--- src/hdl/bsch_pkg.sv ---
// Shared constants for the box segment clip unit.
// No dependencies.
package bsch_pkg;
   localparam int COORD_WIDTH_DEF = 32;
   localparam int FRAC_BITS_DEF   = 16;
   // slab codes in scan order
   localparam logic [1:0] FACE_MIN_X = 2'd0;
   localparam logic [1:0] FACE_MAX_X = 2'd1;
   localparam logic [1:0] FACE_MIN_Y = 2'd2;
   localparam logic [1:0] FACE_MAX_Y = 2'd3;
   // register indexes
   localparam logic [1:0] REG_LEFT   = 2'd0;
   localparam logic [1:0] REG_TOP    = 2'd1;
   localparam logic [1:0] REG_WIDTH  = 2'd2;
   localparam logic [1:0] REG_HEIGHT = 2'd3;
   // slab parameter: sign plus 3.32 magnitude (saturates at 2.0)
   localparam int T_WIDTH = 36;
   localparam logic [T_WIDTH-1:0] TENTH_T = 36'd429496730;
endpackage

--- src/hdl/bsch_scale.sv ---
// Rounded multiply d*f/2^32 with ties away from zero, product registered once.
// Depends on bsch_pkg.
module bsch_scale #(
   parameter int DW = 34
) (
   input  logic                         clock,
   input  logic                         adv,
   input  logic signed [DW-1:0]         d,
   input  logic signed [bsch_pkg::T_WIDTH-1:0] f,
   output logic signed [DW+1:0]         r
);
   import bsch_pkg::*;
   localparam int PW = DW + T_WIDTH;
   logic [DW-1:0]      ud;
   logic [T_WIDTH-1:0] uf;
   logic [PW-1:0]      prod_ff;
   logic               neg_ff;
   logic [PW-1:0]      rnd;

   assign ud = d[DW-1] ? DW'(-d) : DW'(d);
   assign uf = f[T_WIDTH-1] ? T_WIDTH'(-f) : T_WIDTH'(f);

   // register product and sign
   always_ff @(posedge clock) begin
      if (adv) begin
         prod_ff <= PW'(ud) * PW'(uf);
         neg_ff  <= d[DW-1] ^ f[T_WIDTH-1];
      end
   end

   assign rnd = (prod_ff + (PW'(1) << 31)) >> 32;
   assign r = neg_ff ? -$signed({1'b0, rnd[DW:0]}) : $signed({1'b0, rnd[DW:0]});
endmodule

--- config.mk ---
export PLATFORM = sky130hd
export DESIGN_NAME = bsch_scale
export DESIGN_NICKNAME = d
export VERILOG_FILES = /design/src/hdl/bsch_pkg.sv /design/src/hdl/bsch_scale.sv
export SDC_FILE = /design/constraint.sdc
export NUM_CORES = 2
export LEC_CHECK = 0
export ABC_AREA = 1
export BUFFER_PORTS_ARGS = -buffer_cell sky130_fd_sc_hd__buf_2
export CAP_MARGIN = 20
export CORE_MARGIN = 2
export CORE_UTILIZATION = 35
export CTS_CLUSTER_SIZE = 12
export DETAILED_ROUTE_END_ITERATION = 10
export GPL_TIMING_DRIVEN = 0
export PLACE_DENSITY_LB_ADDON = 0.1
export SLEW_MARGIN = 0
export SYNTH_ARGS = -nofsm -noshare
export SYNTH_HDL_FRONTEND = slang
export SYNTH_SLANG_ARGS = --single-unit
--- constraint.sdc ---
create_clock -name clock -period 11.9 [get_ports clock]
set_input_delay 3.57 -clock clock [delete_from_list [all_inputs] [get_ports clock]]
set_output_delay 3.57 -clock clock [all_outputs]
set_load 0.01 [all_outputs]
# Yosys cells after proc, flatten, opt, wreduce, memory -nomap -nowiden
# Index checks and enable logic that the tools add are counted.
# op_classes
addsub	4
multipliers	1
mux	3
n_bitwise	1
# ops
op	n
two-way mux 36 bit	2
adder 67 x 32 -> 67 bit (second input constant)	1
multiplier 34 x 36 -> 67 bit	1
negation 35 -> 36 bit	1
negation 36 bit	1
two-way mux 34 bit	1
negation 34 bit	1
XOR 1 bit	1
# word_totals
register_bits	68
in_bits	72
out_inout_bits	36
wordCells	11

# Longest topological paths before layout
# depth
depth_word	3
mapped_depth	45
depth_no_buf	42

# Worst setup path before layout
# OpenSTA, ideal clock, no wires.
# synth_path
path_kind	input -> register
start	input f[0] (netlist name)
end	register prod_ff[52] (data pin)
setup_time_ns	0.262
arrival_ns	11.059
path_slack_ns	0.579
stages	37
cell_sequence	inv_1 clkbuf_1 ha_1 nand2_1 nor2_2 nand3_1 nand2_1 nand3_1 nand2_1 nand2_1 buf_2 inv_1 buf_2 nor2_1 fa_1 inv_1 fa_1 inv_1 fa_1 inv_1 fa_1 inv_1 fa_1 fa_1 fa_1 inv_1 fa_1 inv_1 ha_1 nand2_1 nor2_1 inv_1 nor4_1 nand3_1 nand3_1 a21oi_1 xor2_1
# synth_between
elab_chain_cells	3
# synth_lines
item	line	source
from (decl)	bsch_scale.sv:9	input logic signed [bsch_pkg::T_WIDTH-1:0] f,
negation 36 bit	bsch_scale.sv:21	assign uf = f[T_WIDTH-1] ? T_WIDTH'(-f) : T_WIDTH'(f);
two-way mux 36 bit (*)	bsch_scale.sv:21	
multiplier 34 x 36 -> 67 bit (*)	bsch_scale.sv:26	prod_ff <= PW'(ud) * PW'(uf);
to (signal assigned)	bsch_scale.sv:26	
to (decl)	bsch_scale.sv:16	logic [PW-1:0] prod_ff;
# Mark *: on every way between the ends. The rest lies on a longest branch, timed or not.
# A chain may end at the register's enable or synchronous reset.

# Worst setup path in the final report
# layout_path
start	input f[2] (netlist name)
end	register prod_ff[52] (data pin)
# Same word-level chain as after synthesis.

==> metrics.txt <==
status=finished clean; initial antenna violation count=14; hpwl dp=166000 um; drt drc=0; nets=7349; Post-Syn Nets=7154; DIE AREA=0.129 mm2; kind of critical path=input pin to flip-flop; average cell area after synthesis=7.71 um2; Commonest cells post-synth=1516 x inv_1, 1298 x nand2_1, 1081 x fa_1; routability cong.=0.992; Setup-failing EPs final=0; WP data required=11920 ps; sequential fraction of the synthesis area=2.51%; Post-DP Area=0.0471 mm2; max incr delay on CP=630 ps; Slowest cell on crit path=fa_2; Hold WC Path Type=input pin to flip-flop; IO Pins=108; CP dominant cell by count=fa_1; DRT Wirelength=189000 um; DR vias/cell=5.04; Synth area leaders=fa_1 49%, inv_1 13%, nand2_1 11%; Final Core Density=39.7%; Longest Clk Path Bufs=2; CTS Root Cell=clkbuf_16; Slew @ Worst Pin=862 ps; synthesized instance count=5737; Critical Path Fanout Max=10; first-pass GRT wire length=275000 um; Clock Sink Count=37; Netlist Area Pre-Place=0.0442 mm2; multi-input logic area=0.0376 mm2; GR Util met3=4.64%; # fillers=13400; Yosys top cell by area=fa_1; DR iter-0 viols=3212; EDFF count, synth=37; via count=38200; synth unique cells=53; Die X=359 um; post-synth top area share=48.9%; busiest layer in global routing=met2; GR Util met1=40.8%; DIE HEIGHT=359 um; cell area after layout=0.0498 mm2; CTS Buf Count=5; Pre-antenna DRT Iters=6; GRT Total Usage=29.5%; most frequent cell after synthesis=inv_1; P&R area growth vs syn=12.6%; pre-CTS setup slack=-2860 ps; yosys warns=0; register area=0.00111 mm2; layout cells sized above 1=12.3%; routed len/inst=24.9 um; CP startpoint kind=input pin; grt total ovfl=0; met2 usage=47.2%; arrival time at the worst endpoint=11730 ps; Port-buffer cells=105; Final Max Slew Viols=0; CTS tree=done; Setup WS post-layout=193 ps; final period utilization=98.4%; Hold Fails Final Rpt=0; fin crit period=11710 ps; initial core utilization=35.2%; Clock transition at path regs=60 ps; max-cap violation count=0; Synth Flop Type=edfxtp_1; # H-tree levels=2; Slew HR=42.5%; RSZ-0062 raised after global routing=yes; Seq cells post-synth=37; antenna viol nets, final=0; vias in the first global route=39900; Crit. End Element=flip-flop; largest net degree at the start of global routing=38; row count=130; async set-reset flop share out of synthesis=0%; Max Freq=0.0854 GHz; Placeable Area=0.126 mm2
==> cells by family (layout without fill, tap and decap cells) <==
kind of cell               count (synthesis)  after routing  synth area share (%)
AOI/OAI and AO/OA                        254            254                  3.28
xor gates and xnor gates                  98             98                  2.10
adders and majority gates               1345           1345                  56.4
buffers and inverters                   1753           1949                  15.2
DFF                                       37             37                  2.51
other                                      0              1                     0
and+or+nand+nor                         2250           2250                  20.5
==> critical path: cells and delay by family <==
family	cells	cell delay (ps)
adder cells (fa/ha/maj)	9	4580
AO/OA/AOI/OAI	1	80
XOR/XNOR	2	260
buffers and inverters	9	930
AND/OR/NAND/NOR	13	2270
==> registers in the layout (all words and copies together) (netlist names) <==
signal and count:
prod_ff 36, neg_ff 1
==> cell usage in the layout (no fill, tap or decap), drive strengths merged, types with 11 or more instances in the layout <==
cell / n
nand2: 1324
clkbuf: 96
a21oi: 97
a31oi: 11
ha: 264
nand3: 99
clkinv: 16
xnor2: 23
clkinvlp: 12
nand4: 30
edfxtp: 37
o21bai: 15
or2: 20
fa: 1081
nor3: 24
nor4: 12
nor2: 727
buf: 297
o21ai: 89
inv: 1527
o21a: 11
xor2: 75
==> routing by layer <==
layer	share of wire (%)	up-vias
met1	43	19600
met4	4.3	10
met5	0.042	-
li1	-	16700
met2	44	1530
met3	8.4	285
==> final cells by class <==
cell class / instances / share of cell area (%)
multi-input combinational: 3947 / 75.5
inverter: 1553 / 12.0
tap: 1650 / 4.14
buffer: 193 / 2.97
timing repair buffer: 195 / 2.81
sequential: 37 / 2.23
clock buffer: 5 / 0.251
clock inverter: 3 / 0.0829
antenna: 1 / 0.00502
==> stage by stage <==
step / hold slack (ps) / cells / setup TNS (ps)
3_5_place_dp: 4230 / 7511 / -91850
2_1_floorplan: 3680 / 5737 / 0
4_1_cts: 3940 / 7540 / 0
3_3_place_gp: 4230 / 7492 / -93020
5_1_grt: 3970 / 7583 / -200
6_report: 3930 / 7584 / 0
==> path summary, 6_finish.rpt <==
check | startpoint | to | slack, ps | cells after the start
worst max-delay path | f[2] | prod_ff[52] | 190 | 34
worst min-delay path | adv | prod_ff[63] | 3930 | 1
==> repair_timing <==
item	in CTS	in global routing
setup buffers	24	46
endpoints found under the setup margin	36	36
resized for setup	356	335
hold buffers	0	0
pin swaps	7	46
Power is left out: the tool's default activity adds up to more than one toggle a clock period on the data nets, which glitch-free logic cannot reach.
