**src/hdl/bsch_pkg.sv**
```systemverilog
// Shared constants for the box segment clip unit.
// No dependencies.
package bsch_pkg;
   localparam int COORD_WIDTH_DEF = 32;
   localparam int FRAC_BITS_DEF   = 16;
   // slab codes in scan order
   localparam logic [1:0] FACE_MIN_X = 2'd0;
   localparam logic [1:0] FACE_MAX_X = 2'd1;
   localparam logic [1:0] FACE_MIN_Y = 2'd2;
   localparam logic [1:0] FACE_MAX_Y = 2'd3;
   // register indexes
   localparam logic [1:0] REG_LEFT   = 2'd0;
   localparam logic [1:0] REG_TOP    = 2'd1;
   localparam logic [1:0] REG_WIDTH  = 2'd2;
   localparam logic [1:0] REG_HEIGHT = 2'd3;
   // slab parameter: sign plus 3.32 magnitude (saturates at 2.0)
   localparam int T_WIDTH = 36;
   localparam logic [T_WIDTH-1:0] TENTH_T = 36'd429496730;
endpackage

```
**src/hdl/bsch_div.sv**
```systemverilog
// Pipelined restoring divider: |n|/|d| with 32 fraction bits, saturated at 2.0.
// One quotient bit per stage; depends on bsch_pkg.
module bsch_div #(
   parameter int NW = 34
) (
   input  logic                        clock,
   input  logic                        adv,
   input  logic [NW-1:0]               num,
   input  logic [NW-1:0]               den,
   output logic [bsch_pkg::T_WIDTH-2:0] quo
);
   import bsch_pkg::*;
   localparam int QW = T_WIDTH - 1;  // 35 bits: 3.32 magnitude
   localparam int ST = 33;
   localparam int RW = NW + 1;

   logic [RW-1:0] rem_ff [ST];
   logic [NW-1:0] den_ff [ST];
   logic [QW-1:0] q_ff   [ST];
   logic          sat_ff [ST];
   logic [RW-1:0] rem_in [ST];
   logic [QW-1:0] q_in   [ST];

   // stage 0: saturation check and integer bit
   always_comb begin
      logic [RW-1:0] n2;
      n2 = {1'b0, num};
      q_in[0] = '0;
      if (n2 >= {den, 1'b0}) begin
         rem_in[0] = '0;
      end else if (n2 >= {1'b0, den}) begin
         rem_in[0] = n2 - {1'b0, den};
         q_in[0] = QW'(1);
      end else begin
         rem_in[0] = n2;
      end
   end

   always_ff @(posedge clock) begin
      if (adv) begin
         rem_ff[0] <= rem_in[0];
         den_ff[0] <= den;
         q_ff[0]   <= q_in[0];
         sat_ff[0] <= ({1'b0, num} >= {den, 1'b0});
      end
   end

   // one fraction bit per stage
   for (genvar s = 1; s <= ST - 1; s++) begin : g_step
      always_comb begin
         logic [RW:0] sh;
         sh = {rem_ff[s-1], 1'b0};
         q_in[s] = {q_ff[s-1][QW-2:0], 1'b0};
         if (sh >= {2'b0, den_ff[s-1]}) begin
            rem_in[s] = RW'(sh - {2'b0, den_ff[s-1]});
            q_in[s][0] = 1'b1;
         end else begin
            rem_in[s] = RW'(sh);
         end
      end
      always_ff @(posedge clock) begin
         if (adv) begin
            rem_ff[s] <= rem_in[s];
            den_ff[s] <= den_ff[s-1];
            q_ff[s]   <= q_in[s];
            sat_ff[s] <= sat_ff[s-1];
         end
      end
   end

   // 32 stages of fraction bits after stage 0
   assign quo = sat_ff[ST-1] ? QW'(64'h2_0000_0000) : q_ff[ST-1];
endmodule

```
**config.mk**
```make
export PLATFORM = sky130hd
export DESIGN_NAME = bsch_div
export DESIGN_NICKNAME = d
export VERILOG_FILES = /design/src/hdl/bsch_pkg.sv /design/src/hdl/bsch_div.sv
export SDC_FILE = /design/constraint.sdc
export NUM_CORES = 2
export LEC_CHECK = 0
export BUFFER_PORTS_ARGS = -buffer_cell sky130_fd_sc_hd__buf_2
export CAP_MARGIN = 40
export CELL_PAD_IN_SITES_DETAIL_PLACEMENT = 0
export CELL_PAD_IN_SITES_GLOBAL_PLACEMENT = 1
export CORE_MARGIN = 2
export CORE_UTILIZATION = 40
export DETAILED_ROUTE_END_ITERATION = 7
export GPL_TIMING_DRIVEN = 0
export PLACE_DENSITY = 0.61
export SKIP_CTS_REPAIR_TIMING = 1
export SYNTH_ARGS = -nofsm -noshare
export SYNTH_HDL_FRONTEND = slang
export SYNTH_SLANG_ARGS = --single-unit
```
**constraint.sdc**
```tcl
create_clock -name clock -period 6.8 [get_ports clock]
set_input_delay 1.36 -clock clock [delete_from_list [all_inputs] [get_ports clock]]
set_output_delay 1.36 -clock clock [all_outputs]
set_load 0.02 [all_outputs]
```
After elaboration in Yosys (flattened, before gate mapping). Memory sizes are Yosys's and may differ from the RTL's. Cells that the tools add are included.

Latch bits: 0. Register bits: 0. Input port bits: 70. Output and inout port bits: 35. Memories: 4. Memory bits (read-only): 0. Bits in writable memories: 3465.

Reductions and logical operators: 0. Equality and inequality tests: 0. Multipliers: 0. Bitwise operators: 0. Shifts and indexed selects: 0. Add/subtract/negate cells: 33. $lt $le $gt $ge: 34. Divide/modulo/power cells: 0. Muxes and demuxes: 71.

Memory list: q_ff (depth 33, width 35, read ports 33, clocked after memory_dff 0, wr ports 33, line bsch_div.sv:19) `logic [QW-1:0] q_ff [ST];`; rem_ff (depth 33, width 35, read ports 32, clocked after memory_dff 0, wr ports 33, line bsch_div.sv:17) `logic [RW-1:0] rem_ff [ST];`; den_ff (depth 33, width 34, read ports 32, clocked after memory_dff 0, wr ports 33, line bsch_div.sv:18) `logic [NW-1:0] den_ff [ST];`; sat_ff (depth 33, width 1, read ports 33, clocked after memory_dff 0, wr ports 33, line bsch_div.sv:20) `logic sat_ff [ST];`.

Operators with widths (number): 35-bit two-way mux (35); 36-bit by 34-bit >= comparator with 1-bit output (32); 35-bit by 34-bit subtractor with 35-bit output (32); 1-bit two-way mux (36); 34-bit by 35-bit >= comparator with 1-bit output (1); 34-bit by 34-bit subtractor with 35-bit output (1); 34-bit >= comparator (1).

Depth between registers and ports, before layout.
Depth after elaboration: 3. Depth in mapped cells: 17. Mapped depth without buffers: 15.

Least setup slack after synthesis. Ideal clock, no wire load.

Kind: in2reg. Start point: input den[1]. End point: memory rem_ff[0][0] (netlist bit), data pin. Path slack: 2.543 ns. Stages on the path: 16. Setup time: 0.266 ns. Path buffers: 3. Data arrival time: 3.991 ns. Path through: inv_1 ha_1 nor2b_1 o21a_1 o21ai_1 a211oi_1 nor3_1 o21ai_1 a21oi_1 o21ba_2 clkbuf_1 clkbuf_1 buf_1 nor2_1 a21oi_1 nor2_1.

RTL lines: from (decl) (line bsch_div.sv:9) `input logic [NW-1:0] den,`; to (decl) (line bsch_div.sv:17).

==> results.sh <==
export IMPL_synth_top_family_by_area="compound AO/OA/AOI/OAI gates"
export IMPL_maxSlewViolCount=0
export IMPL_cp_arrival_ps=6440
export IMPL_io_pins=105
export IMPL_cts_clk_slew_worst_paths_ps=60
export IMPL_critPathCaptureType="flip-flop"
export IMPL_critical_path_class="in2reg"
export IMPL_instances_no_fill=20060
export IMPL_tns_ps=0
export IMPL_layout_common_cells="2802 x edfxtp_1, 1403 x inv_1, 1371 x a21oi_1, 1154 x ha_1, 973 x nand2_1"
export IMPL_finalNetCount=15850
export IMPL_worstMarginPinSlew_ps=1157
export IMPL_finalCritPeriodShare=0.8666
export IMPL_clk_latency_ps=950
export IMPL_switching_share=0.3955
export IMPL_synthArstFlopShare=0
export IMPL_hp_class="reg2reg"
export IMPL_post_place_cells=19450
export IMPL_fmax_ghz=0.1697
export IMPL_port_buffers=103
export IMPL_cp_slowest_cell="buf_16"
export IMPL_grt_max_degree=189
export IMPL_fin_crit_ps=5893
export IMPL_cp_slowest_stage_delay_ps=630
export IMPL_cp_common_cell="buf_16"
export IMPL_power_density_nw_per_um2=493.7
export IMPL_timing_final_ws_setup_ps=907.1
export IMPL_synth_distinct_cells=99
export IMPL_layout_commonest_cell="edfxtp_1"
export IMPL_die_w_um=629.2
export IMPL_synthSimpleGateAreaFrac=0.09666
export IMPL_leakagePower_nw=70.91
export IMPL_synth_avg_cell_area_um2=11.09
export IMPL_cts_tree="yes"
export IMPL_drive_gt1_frac=0.06436
export IMPL_initial_core_util=0.4018
export IMPL_grt_pass1_vias=107000
export IMPL_die_h_um=629.2
export IMPL_path_cells="buf_12 -> buf_16 -> buf_16 -> buf_16 -> buf_16 -> buf_16 -> buf_16 -> buf_16"
export IMPL_status="finished clean"
export IMPL_yosys_area_share_adder=0.09645
export IMPL_wl_um=438200
export IMPL_wl_per_cell_um=21.85
export IMPL_dp_slack_ps=-164.1
export IMPL_dieArea_um2=395900
export IMPL_htree_num_levels=5
export IMPL_synth_main_ff_cell="edfxtp_1"
export IMPL_areaGrowthSynthToFinish_pct=11.93
export IMPL_power_internal_mw=52.23
export IMPL_synth_seq_cells=2802
export IMPL_syn_nets=15350
export IMPL_pwr_share_seq=0.336
export IMPL_yosysWarnings=0
export IMPL_report_final_hold_viol_count=0
export IMPL_first_pass_iters=8
export IMPL_synthXorXnorAreaFrac=0.05591
export IMPL_clockBufferDepth=4
export IMPL_core_area_um2=389100
export IMPL_antenna_found_initial=15
export IMPL_grt_overflow=0
export IMPL_gp_congestion=0.9183
export IMPL_post_route_util=0.4498
export IMPL_grt_setup_unrepaired="no"
export IMPL_clock_sinks=2802
export IMPL_path_max_fanout=188
export IMPL_vias=107900
export IMPL_viasPerCell=5.378
export IMPL_setup_viol=0
export IMPL_critical_path_top_delay_family="buffers and inverters"
export IMPL_grt_first_pass_wirelength_um=662800
export IMPL_synth_edf_count=2802
export IMPL_clock_root_buffer="clkbuf_16"
export IMPL_synth_compound_area_share=0.1548
export IMPL_drc_errors=0
export IMPL_cp_start_kind="input pin"
export IMPL_track_usage=0.2156
export IMPL_relSlewSlack=0.2285
export IMPL_vdd_ir_drop_max_mv=0.2805
export IMPL_drt_initial_drc_count=8142
export IMPL_cp_num_buf_inv=8
export IMPL_p_switching_mw=34.17
export IMPL_netlist_instances=14100
export IMPL_pwr_share_comb=0.459
export IMPL_synth_cell_area_um2=156300
export IMPL_synth_seq_area_share=0.5382
export IMPL_drt_antenna_violating_nets=0
export IMPL_cp_required_ps=7350
export IMPL_floorplan_rows=229
export IMPL_finClkSkew_ps=60.12
export IMPL_dpl_hpwl_um=340100
export IMPL_ff2ff_setup_slack_ps=1390
export IMPL_p_clk_frac=0.205
export IMPL_cap_viol_max_count=0
export IMPL_synthMuxAreaShare=0.01510
export IMPL_cts_buffers=332
through the flow:
| stage | instance area, µm² | power (mW) | hold WS, ps |
|---|---|---|---|
| 5_1_grt | 175000 | 92.47 | 371.9 |
| 4_1_cts | 174900 | 86.92 | 355.5 |
| 6_report | 175000 | 86.40 | 363.2 |
| 3_3_place_gp | 163400 | 69.94 | 400.6 |
| 2_1_floorplan | 156300 | 56.10 | 400.3 |
| 3_5_place_dp | 164200 | 68.55 | 404.5 |
layout make-up:
class                           count  area [µm²]
Buffer                            369        1439
Sequential cell                  2802       84140
Antenna cell                        9       22.52
Clock buffer                      404        8727
Inverter                         1405        5274
Clock inverter                    196        2014
Timing Repair Buffer              159        1385
Fill cell                       36520      214100
Tap cell                         5197        6502
Multi-Input combinational cell   9520       65490
worst reg2reg max path, cell delays in order, from the launching register on:
cell	delay [ps]
edfxtp_1	400
inv_1	60
ha_1	370
nand2_1	130
nor2_1	600
nand4_1	200
or4_1	500
o31ai_1	620
nand2_1	100
and4b_1	240
nand2_1	430
clkbuf_1	530
buf_1	630
a21oi_1	280
flip-flops by register name, summed over array words and instances (netlist names):
register and cells:
sat_ff 33, q_ff 561, rem_ff 1120, den_ff 1088
kinds of logic (layout without fill, tap and decap cells):
| family | Yosys count | in the layout |
|---|---|---|
| AND/OR/NAND/NOR | 3175 | 3175 |
| XOR/XNOR | 998 | 998 |
| flip-flops | 2802 | 2802 |
| AO/OA/AOI/OAI | 3949 | 3949 |
| buffers and inverters | 1774 | 2533 |
| other | 1 | 10 |
| adder cells (fa/ha/maj) | 1186 | 1186 |
| multiplexers | 211 | 211 |
layer usage:
layer	routed length (µm)	track usage	vias up	part of all wire
met2	201500	0.3488	2187	0.46
met5	40	0	-	0.000091
met4	12810	0.06189	6	0.029
li1	-	-	52430	-
met1	205700	0.3042	52720	0.47
met3	18180	0.02594	553	0.041
synth_stat cells (all sizes together) (118+ instances only):
library cell  instances  share of area
a21oi              1372          0.044
nor3                118         0.0038
a21o                680          0.033
inv                1405          0.034
mux2                199          0.014
nor2b               208         0.0083
nand4               201         0.0080
xor2                435          0.024
nand2b              179         0.0072
ha                 1154          0.092
edfxtp             2802           0.54
o21ai               969          0.031
nand3               191         0.0061
nor2                889          0.021
o21bai              135         0.0065
clkbuf              305         0.0073
xnor2               563          0.032
o21a                129         0.0062
nand2               973          0.023
power groups by stage:
stage               Combinational, mW  Sequential (mW)  Clock (mW)
finish                           39.7             29.0        17.7
global placement                 39.0             31.0           0
floorplan                        28.5             27.6           0
CTS                              39.4             29.2        18.3
global route                     44.0             29.5        19.0
detailed placement               39.1             29.4           0
final timing paths:
kind	from	to	cells after the start
setup reg to reg	den_ff[0][467]	rem_ff[0][514]	13
hold reg to reg	q_ff[20][10]	q_ff[21][11]	0
setup / recovery	adv	den_ff[0][1048]	8
hold / removal	q_ff[20][10]	q_ff[21][11]	0
(Power assumes the default switching activity.)
